==> src/sv/lfsa_pkg.sv <==
// Shared types and constants for the lowest-free-slot interval allocator.
package lfsa_pkg;

    localparam int TIME_W = 16;
    localparam int TGT_W  = 6;

    // Classification that the front end attaches to each beat.
    typedef struct packed {
        logic wr;    // the beat is stored as a guest
        logic last;  // the beat closes the set
        logic ovf;   // some beat of this set was dropped
    } lfsa_cls_t;

endpackage

==> src/sv/lfsa_front.sv <==
// Front end: counts guests of the current set and classifies each beat.
module lfsa_front import lfsa_pkg::*; #(
    parameter int MAX_GUESTS = 64
) (
    input  logic                              clk,
    input  logic                              rst_n,
    input  logic                              accept,
    input  logic                              last_item,
    output lfsa_cls_t                         cls,
    output logic [$clog2(MAX_GUESTS)-1:0]     idx,
    output logic [$clog2(MAX_GUESTS+1)-1:0]   count
);
    localparam int IDX_W = $clog2(MAX_GUESTS);
    localparam int CNT_W = $clog2(MAX_GUESTS + 1);

    logic [CNT_W-1:0] cnt_reg;
    logic             ovf_reg;
    logic             room;

    assign room     = cnt_reg < CNT_W'(MAX_GUESTS);
    assign cls.wr   = room;
    assign cls.last = last_item;
    assign cls.ovf  = ovf_reg | ~room;
    assign idx      = cnt_reg[IDX_W-1:0];
    assign count    = room ? cnt_reg + CNT_W'(1) : cnt_reg;

    always_ff @(posedge clk or negedge rst_n)
    begin
        if (!rst_n)
        begin
            cnt_reg <= '0;
            ovf_reg <= 1'b0;
        end
        else if (accept)
        begin
            if (last_item)
            begin
                cnt_reg <= '0;
                ovf_reg <= 1'b0;
            end
            else
            begin
                cnt_reg <= count;
                ovf_reg <= cls.ovf;
            end
        end
    end

endmodule

==> src/sv/lfsa_fifo.sv <==
// Two-entry queue between the front end and the replay engine.
module lfsa_fifo #(
    parameter int W = 8
) (
    input  logic         clk,
    input  logic         rst_n,
    input  logic         push,
    input  logic [W-1:0] wdata,
    output logic         full,
    input  logic         pop,
    output logic [W-1:0] rdata,
    output logic         empty
);
    logic [W-1:0] mem_reg [2];
    logic         wp_reg;
    logic         rp_reg;
    logic [1:0]   cnt_reg;
    logic         do_push;
    logic         do_pop;

    assign full    = cnt_reg == 2'd2;
    assign empty   = cnt_reg == 2'd0;
    assign do_push = push & ~full;
    assign do_pop  = pop & ~empty;
    assign rdata   = mem_reg[rp_reg];

    always_ff @(posedge clk)
    begin
        if (do_push)
            mem_reg[wp_reg] <= wdata;
    end

    always_ff @(posedge clk or negedge rst_n)
    begin
        if (!rst_n)
        begin
            wp_reg  <= 1'b0;
            rp_reg  <= 1'b0;
            cnt_reg <= 2'd0;
        end
        else
        begin
            if (do_push)
                wp_reg <= ~wp_reg;
            if (do_pop)
                rp_reg <= ~rp_reg;
            cnt_reg <= cnt_reg + {1'b0, do_push} - {1'b0, do_pop};
        end
    end

endmodule

==> src/sv/lfsa_back.sv <==
// Replay engine: stores guests, replays arrivals and holds the result register.
module lfsa_back import lfsa_pkg::*; #(
    parameter int MAX_GUESTS = 64
) (
    input  logic                             clk,
    input  logic                             rst_n,
    input  logic                             q_empty,
    output logic                             q_pop,
    input  lfsa_cls_t                        q_cls,
    input  logic [$clog2(MAX_GUESTS)-1:0]    q_idx,
    input  logic [$clog2(MAX_GUESTS+1)-1:0]  q_count,
    input  logic [TIME_W-1:0]                q_arrive,
    input  logic [TIME_W-1:0]                q_leave,
    input  logic [TGT_W-1:0]                 target,
    output logic                             res_valid,
    input  logic                             res_pop,
    output logic [5:0]                       res_slot,
    output logic                             res_found,
    output logic                             res_overflow
);
    localparam int IDX_W = $clog2(MAX_GUESTS);
    localparam int CNT_W = $clog2(MAX_GUESTS + 1);
    localparam int CMP_W = (CNT_W > TGT_W) ? CNT_W : TGT_W;
    localparam int SW    = (IDX_W > 6) ? IDX_W : 6;

    typedef enum logic [2:0] {S_IDLE, S_FIND, S_REL, S_ALLOC, S_DONE} state_t;

    logic [TIME_W-1:0] arr_mem [MAX_GUESTS];
    logic [TIME_W-1:0] lev_mem [MAX_GUESTS];
    logic [IDX_W-1:0]  slt_mem [MAX_GUESTS];
    logic [TIME_W-1:0] a_q;
    logic [TIME_W-1:0] l_q;
    logic [IDX_W-1:0]  s_q;

    state_t            state_reg;
    logic [CNT_W-1:0]  sc_reg;
    logic              vd_reg;
    logic [IDX_W-1:0]  id_reg;
    logic              first_reg;
    logic [TIME_W-1:0] la_reg;
    logic [IDX_W-1:0]  lg_reg;
    logic [TIME_W-1:0] ca_reg;
    logic [IDX_W-1:0]  cg_reg;
    logic              have_reg;
    logic [TIME_W-1:0] ba_reg;
    logic [IDX_W-1:0]  bg_reg;
    logic [IDX_W-1:0]  ss_reg;
    logic [CNT_W-1:0]  cnt_reg;
    logic              ovf_reg;
    logic [MAX_GUESTS-1:0] free_reg;
    logic              pf_reg;
    logic [IDX_W-1:0]  ps_reg;
    logic              rv_reg;
    logic [5:0]        rs_reg;
    logic              rf_reg;
    logic              ro_reg;

    logic              load;
    logic              issue;
    logic              scan_done;
    logic              is_cand;
    logic              is_rel;
    logic              tgt_ok;
    logic              is_tgt;
    logic [SW-1:0]     ps_wide;

    function automatic logic key_gt(input logic [TIME_W-1:0] a, input logic [IDX_W-1:0] i,
                                    input logic [TIME_W-1:0] b, input logic [IDX_W-1:0] j);
        key_gt = (a > b) || ((a == b) && (i > j));
    endfunction

    assign q_pop     = (state_reg == S_IDLE) && !q_empty;
    assign load      = q_pop;
    assign issue     = sc_reg < cnt_reg;
    assign scan_done = !issue && !vd_reg;
    assign tgt_ok    = CMP_W'(target) < CMP_W'(q_count);
    assign is_tgt    = CMP_W'(cg_reg) == CMP_W'(target);
    assign ps_wide   = SW'(ps_reg);

    // A candidate for the next arrival lies strictly after the last one served.
    assign is_cand = vd_reg && (first_reg || key_gt(a_q, id_reg, la_reg, lg_reg))
                     && (!have_reg || key_gt(ba_reg, bg_reg, a_q, id_reg));

    // Release a seated guest once: when its leave time is reached and it was not
    // already due at the previous arrival.
    assign is_rel = vd_reg && !first_reg && !key_gt(a_q, id_reg, la_reg, lg_reg)
                    && (l_q <= ca_reg)
                    && !(key_gt(la_reg, lg_reg, a_q, id_reg) && (l_q <= la_reg));

    always_ff @(posedge clk)
    begin
        if (load && q_cls.wr)
        begin
            arr_mem[q_idx] <= q_arrive;
            lev_mem[q_idx] <= q_leave;
        end
        if (state_reg == S_ALLOC && free_reg[ss_reg])
            slt_mem[cg_reg] <= ss_reg;
        a_q <= arr_mem[sc_reg[IDX_W-1:0]];
        l_q <= lev_mem[sc_reg[IDX_W-1:0]];
        s_q <= slt_mem[sc_reg[IDX_W-1:0]];
    end

    always_ff @(posedge clk or negedge rst_n)
    begin
        if (!rst_n)
        begin
            state_reg <= S_IDLE;
            sc_reg    <= '0;
            vd_reg    <= 1'b0;
            id_reg    <= '0;
            first_reg <= 1'b1;
            la_reg    <= '0;
            lg_reg    <= '0;
            ca_reg    <= '0;
            cg_reg    <= '0;
            have_reg  <= 1'b0;
            ba_reg    <= '0;
            bg_reg    <= '0;
            ss_reg    <= '0;
            cnt_reg   <= '0;
            ovf_reg   <= 1'b0;
            free_reg  <= '1;
            pf_reg    <= 1'b0;
            ps_reg    <= '0;
            rv_reg    <= 1'b0;
            rs_reg    <= '0;
            rf_reg    <= 1'b0;
            ro_reg    <= 1'b0;
        end
        else
        begin
            if (rv_reg && res_pop)
                rv_reg <= 1'b0;
            unique case (state_reg) inside
                S_IDLE:
                begin
                    if (load && q_cls.last)
                    begin
                        cnt_reg   <= q_count;
                        ovf_reg   <= q_cls.ovf;
                        free_reg  <= '1;
                        first_reg <= 1'b1;
                        have_reg  <= 1'b0;
                        sc_reg    <= '0;
                        vd_reg    <= 1'b0;
                        pf_reg    <= 1'b0;
                        ps_reg    <= '0;
                        state_reg <= tgt_ok ? S_FIND : S_DONE;
                    end
                end
                S_FIND, S_REL:
                begin
                    vd_reg <= issue;
                    id_reg <= sc_reg[IDX_W-1:0];
                    if (issue)
                        sc_reg <= sc_reg + CNT_W'(1);
                    if (state_reg == S_FIND && is_cand)
                    begin
                        have_reg <= 1'b1;
                        ba_reg   <= a_q;
                        bg_reg   <= id_reg;
                    end
                    if (state_reg == S_REL && is_rel)
                        free_reg[s_q] <= 1'b1;
                    if (scan_done)
                    begin
                        sc_reg <= '0;
                        ss_reg <= '0;
                        if (state_reg == S_FIND)
                        begin
                            ca_reg    <= ba_reg;
                            cg_reg    <= bg_reg;
                            state_reg <= S_REL;
                        end
                        else
                            state_reg <= S_ALLOC;
                    end
                end
                S_ALLOC:
                begin
                    if (free_reg[ss_reg])
                    begin
                        free_reg[ss_reg] <= 1'b0;
                        la_reg    <= ca_reg;
                        lg_reg    <= cg_reg;
                        first_reg <= 1'b0;
                        have_reg  <= 1'b0;
                        if (is_tgt)
                        begin
                            pf_reg    <= 1'b1;
                            ps_reg    <= ss_reg;
                            state_reg <= S_DONE;
                        end
                        else
                            state_reg <= S_FIND;
                    end
                    else
                        ss_reg <= ss_reg + IDX_W'(1);
                end
                S_DONE:
                begin
                    if (!rv_reg)
                    begin
                        rv_reg    <= 1'b1;
                        rs_reg    <= ps_wide[5:0];
                        rf_reg    <= pf_reg;
                        ro_reg    <= ovf_reg;
                        state_reg <= S_IDLE;
                    end
                end
                default: state_reg <= S_IDLE;
            endcase
        end
    end

    assign res_valid    = rv_reg;
    assign res_slot     = rs_reg;
    assign res_found    = rf_reg;
    assign res_overflow = ro_reg;

`ifndef ASSERT_OFF
    a_no_overwrite: assert property (@(posedge clk) disable iff (!rst_n)
        (state_reg == S_DONE && rv_reg && !res_pop) |=> rv_reg && $stable(rs_reg))
        else $error("result register changed while a beat was waiting");
    a_scan_bound: assert property (@(posedge clk) disable iff (!rst_n)
        sc_reg <= cnt_reg)
        else $error("scan counter ran past the guest count");
    a_alloc_has_free: assert property (@(posedge clk) disable iff (!rst_n)
        (state_reg == S_ALLOC) |-> (free_reg != '0))
        else $error("allocation with no free slot");
    a_find_has_best: assert property (@(posedge clk) disable iff (!rst_n)
        (state_reg == S_FIND && scan_done) |-> have_reg)
        else $error("arrival scan found no guest");
`endif

endmodule

==> src/sv/lowest_free_slot_interval_allocator.sv <==
// Loading takes one beat per cycle while full is low; the two-entry queue lets loading run while a result waits.
// During a replay the queue takes two more beats, then full stays high until the replay ends.
// The closing beat starts a replay that runs, per arrival, two scans of the guest
// store plus a search for the lowest free slot.
// Reset clears all control state and the free map; stores need no clearing pass.
module lowest_free_slot_interval_allocator import lfsa_pkg::*; #(
    parameter int MAX_GUESTS = 64
) (
    input  logic              clk,
    input  logic              rst_n,
    input  logic              push,
    output logic              full,
    input  logic [TIME_W-1:0] arrive_time,
    input  logic [TIME_W-1:0] leave_time,
    input  logic              last_item,
    output logic              empty,
    input  logic              pop,
    output logic [5:0]        slot,
    output logic              found,
    output logic              overflow,
    input  logic              cfg_valid,
    output logic              cfg_ready,
    input  logic [TGT_W-1:0]  cfg_data
);
    localparam int IDX_W = $clog2(MAX_GUESTS);
    localparam int CNT_W = $clog2(MAX_GUESTS + 1);
    localparam int QW    = 3 + IDX_W + CNT_W + 2 * TIME_W;

    logic [TGT_W-1:0]  target_reg;
    logic              accept;
    lfsa_cls_t         f_cls;
    logic [IDX_W-1:0]  f_idx;
    logic [CNT_W-1:0]  f_count;
    logic [QW-1:0]     q_wdata;
    logic [QW-1:0]     q_rdata;
    logic              q_empty;
    logic              q_pop;
    lfsa_cls_t         b_cls;
    logic [IDX_W-1:0]  b_idx;
    logic [CNT_W-1:0]  b_count;
    logic [TIME_W-1:0] b_arrive;
    logic [TIME_W-1:0] b_leave;
    logic              res_valid;

    assign cfg_ready = 1'b1;
    assign accept    = push & ~full;

    always_ff @(posedge clk or negedge rst_n)
    begin
        if (!rst_n)
            target_reg <= '0;
        else if (cfg_valid)
            target_reg <= cfg_data;
    end

    lfsa_front #(.MAX_GUESTS(MAX_GUESTS)) u_front (
        .clk       (clk),
        .rst_n     (rst_n),
        .accept    (accept),
        .last_item (last_item),
        .cls       (f_cls),
        .idx       (f_idx),
        .count     (f_count)
    );

    assign q_wdata = {f_cls, f_idx, f_count, arrive_time, leave_time};

    lfsa_fifo #(.W(QW)) u_fifo (
        .clk   (clk),
        .rst_n (rst_n),
        .push  (push),
        .wdata (q_wdata),
        .full  (full),
        .pop   (q_pop),
        .rdata (q_rdata),
        .empty (q_empty)
    );

    assign {b_cls, b_idx, b_count, b_arrive, b_leave} = q_rdata;

    lfsa_back #(.MAX_GUESTS(MAX_GUESTS)) u_back (
        .clk          (clk),
        .rst_n        (rst_n),
        .q_empty      (q_empty),
        .q_pop        (q_pop),
        .q_cls        (b_cls),
        .q_idx        (b_idx),
        .q_count      (b_count),
        .q_arrive     (b_arrive),
        .q_leave      (b_leave),
        .target       (target_reg),
        .res_valid    (res_valid),
        .res_pop      (pop),
        .res_slot     (slot),
        .res_found    (found),
        .res_overflow (overflow)
    );

    assign empty = ~res_valid;

endmodule
==> config.mk <==
export PLATFORM = sky130hd
export DESIGN_NAME = lowest_free_slot_interval_allocator
export DESIGN_NICKNAME = d
export VERILOG_FILES = /design/src/sv/lfsa_pkg.sv /design/src/sv/lfsa_front.sv /design/src/sv/lfsa_fifo.sv /design/src/sv/lfsa_back.sv /design/src/sv/lowest_free_slot_interval_allocator.sv
export SDC_FILE = /design/constraint.sdc
export NUM_CORES = 2
export LEC_CHECK = 0
export ABC_AREA = 1
export BUFFER_PORTS_ARGS = -buffer_cell sky130_fd_sc_hd__buf_4
export CORE_UTILIZATION = 44
export DETAILED_ROUTE_END_ITERATION = 10
export PLACE_DENSITY = 0.71
export SETUP_SLACK_MARGIN = 0.4
export SLEW_MARGIN = 20
export SYNTH_ARGS = -nofsm -noshare
export SYNTH_HDL_FRONTEND = slang
export SYNTH_HIERARCHICAL = 1
export SYNTH_SLANG_ARGS = --single-unit
==> constraint.sdc <==
create_clock -name clk -period 3.1 [get_ports clk]
set_input_delay 0.62 -clock clk [delete_from_list [all_inputs] [get_ports clk]]
set_output_delay 0.62 -clock clk [all_outputs]
set_load 0.01 [all_outputs]
==> qor.txt <==
Layer with the highest usage - met2
Adder-Cell Fraction of Synth Area - 1.03%
Layout cell share with drive strength beyond 1 - 12.7%
Die W - 506 um
Final Non-Filler Cells - 12800
Hold-critical path depth - 3
RSZ-0062 raised after global routing - true
Number of global-route vias before repair - 73300
Max_cap viols - 0
P_leak - 43.2 nW
Post-Route WL - 313 mm
Area after DPL - 0.119 mm2
Commonest non-fill, non-tap cell in the layout - edfxtp_1
Fin. max-slew vios - 0
Rows - 184
Final Cell Area - 0.130 mm2
Final worst-path cycle share - 88.1%
Crit path launch type - flop
Req. time, crit path - 3.80 ns
Post-synth EDFFs - 2528
Post-synthesis compound-gate area fraction - 11.4%
Worst R2R Path Depth - 9
Top-area cell type share of the netlist area - 68.0%
Synthesized Nets - 9154
Avg WL per Cell - 24.4 um
Worst Slack Setup Final - 0.368 ns
Hold EP - target_reg[1]
Yosys warns - 6
CTS tree - yes
Setup TNS - 0 ns
Worst-Skew Late Latency - 0.96 ns
Clock Sinks - 2763
NumNets Final - 9389
Max FO, Critical Path - 55
CTS buffer count - 284
Pre-CTS setup slack - 0.157 ns
Multi-input gate area - 0.0279 mm2
Total track usage - 23.7%
Average cell area after synthesis - 12.4 um2
Mapped Area - 0.112 mm2
Final GP Congestion - 0.945
Die Y-Extent - 506 um
GR Util met2 - 38.3%
I/O pin total - 55
Sequential area share after synthesis - 73.2%
Most frequent cells in the layout - edfxtp_1 (2528), o21ai_0 (1369), nor2_1 (1311), nand2_1 (995), nand3_1 (545)
First-pass GRT wire length - 459 mm
Max_slew headroom - 32.5%
Pin count of the biggest net entering global routing - 120
VDD IR max - 0.667 mV
Area contributors post-synth - edfxtp_1 (68%), o21ai_0 (6.1%), nor2_1 (4.9%)
Asr flop ratio synth - 7.13%
Arrival time of the worst setup path - 3.43 ns
Global Route met3 Usage - 3.81%
Top flop regs - u_back/arr_mem: 1024 flops, u_back/lev_mem: 1024 flops, u_back/slt_mem: 384 flops
Root Buffer - clkbuf_16
Clock skew - 0.0729 ns
Leading area contributor after synthesis - edfxtp_1
GRT overflow - 0
Total power - 115 mW
Largest family of logic cells by synthesized area - compound AO/OA/AOI/OAI gates
Xor-xnor portion of the synthesized cell area - 0.0617%
Primary FF master, synth - edfxtp_1
Critical path capture point type - flop
FMAX - 0.366 GHz
Worst Hold Launch - cfg_valid
Core footprint - 0.252 mm2
Crit Reg-Reg Endpoint - u_back/l_q[10]
Worst slew pin tran - 1.01 ns
DRC viols - 0
Reg2reg setup slack - 0.37 ns
Kind of critical path - reg -> reg
DP Cell Count - 12200
Final hold violations - 0
Number of DRC markers in iteration 0 - 9997
FF/Latch Area - 0.0817 mm2
Min-Delay Path Class - in -> reg
Initial antenna violation count - 5
Port Buffers - 53
Multiplexer share of the synthesized area - 0.0706%
Filler instances - 20500
Status - finished clean
Power per cell area - 887 mW/mm2
H-tree levels - 5
Via Count - 77000
First-pass detailed-route iteration total - 6
GR Util met1 - 31.8%
Setup-failing EPs final - 0
Longest Clk Path Bufs - 4
Die Area - 0.256 mm2
Starting Density - 44.3%
Vias/cell - 6.01
Cell count after synthesis - 9018
Simple-gate share of the synthesized area - 11.3%
Synthesis-to-finish area growth - 16.1%
DPL Wire Length - 179 mm
Min Tclk post-route - 2.73 ns
Post-DRT Antenna Nets - 0
FF+latch count, synth - 2763
Reg clk slew, reported paths - 0.06 ns
Synth cell types - 48
Worst R2R Start - u_back/sc_reg[1]
==> power by group <==
group / leakage [nW] / switching [mW] / internal, mW
Clock: 4.24 / 13.7 / 18.7
Sequential: 25.0 / 1.45 / 47.5
Combinational: 13.9 / 24.2 / 9.34
Total: 43.2 / 39.3 / 75.5
==> per-stage QoR <==
| step | hold WS (ns) | utilization [%] |
|---|---|---|
| 3_3_place_gp | 0.456 | 47.4 |
| 6_report | 0.0421 | 51.4 |
| 4_1_cts | 0.00205 | 51.1 |
| 2_1_floorplan | 0.324 | - |
| 5_1_grt | 0.0397 | 51.4 |
| 3_5_place_dp | 0.463 | 47.4 |
==> worst max-delay path by stage <==
stage / start / end / slack, ns / depth (start not counted)
global route: u_back/ss_reg[0] / u_back/slt_mem[38][2] / 0.31 / 17
floorplan: u_fifo/rp_reg / u_back/arr_mem[11][0] / -0.04 / 10
detailed placement: u_back/sc_reg[0] / u_back/a_q[7] / 0.16 / 9
CTS: u_back/ss_reg[0] / u_back/slt_mem[56][3] / 0.32 / 17
finish: u_back/sc_reg[1] / u_back/l_q[10] / 0.37 / 9
global placement: u_back/sc_reg[0] / u_back/a_q[7] / 0.21 / 9
==> cells in the mapped netlist (5+ instances only) <==
| cell type | n |
|---|---|
| dfstp_2 | 65 |
| a21oi_1 | 138 |
| o21a_1 | 5 |
| mux2_2 | 7 |
| buf_1 | 30 |
| nor3_2 | 6 |
| o22ai_1 | 373 |
| edfxtp_1 | 2528 |
| o211ai_1 | 71 |
| o21ai_0 | 1370 |
| o21ai_1 | 15 |
| nor2_1 | 1453 |
| o21bai_1 | 5 |
| buf_4 | 25 |
| buf_2 | 99 |
| dfxtp_1 | 38 |
| ha_1 | 92 |
| nand4_1 | 47 |
| inv_2 | 12 |
| nand3_1 | 552 |
| o221ai_1 | 237 |
| clkbuf_1 | 442 |
| nand2_1 | 1038 |
| dfrtp_1 | 132 |
| inv_1 | 190 |
==> routing by layer <==
layer | part of all wire [%] | vias up
met5 | 0.014 | -
met4 | 4.3 | 6
met3 | 10 | 781
met2 | 47 | 4734
met1 | 38 | 37900
li1 | - | 33600
==> repair_timing <==
action                                  in CTS  in global routing
endpoints found under the setup margin     474               1415
cloned                                       0                  5
endpoints found under the hold margin      132                  0
buffers inserted                             7                 24
pin swaps                                    3                 28
hold buffers                                50                  0
gates resized for setup                     49                113
==> kinds of logic after synthesis <==
| family | Yosys count |
|---|---|
| AND/OR/NAND/NOR | 3122 |
| flip-flops | 2763 |
| AO/OA/AOI/OAI | 2220 |
| buffers and inverters | 806 |
| adder cells (fa/ha/maj) | 92 |
| XOR/XNOR | 7 |
| multiplexers | 7 |
| other | 1 |
==> cell type report <==
class                           instances  share of cell area (%)
Sequential cell                      2763                    63.1
Clock inverter                        130                   0.839
Inverter                              206                   0.644
Clock buffer                          355                    5.84
Tap cell                             3348                    3.23
Antenna cell                            3                 0.00579
Timing Repair Buffer                  549                    4.84
Multi-Input combinational cell       5449                    21.5
==> critical path: stages (launching register included) <==
cell and delay [ns]:
dfrtp_4 0.54, buf_4 0.17, buf_12 0.15, buf_12 0.18, o21ai_0 0.15, o22ai_1 0.12, o211ai_1 0.32, nand3_1 0.24
nand3_1 0.27, nand3_1 0.28
Note: power is estimated with default switching activity, not from simulation.
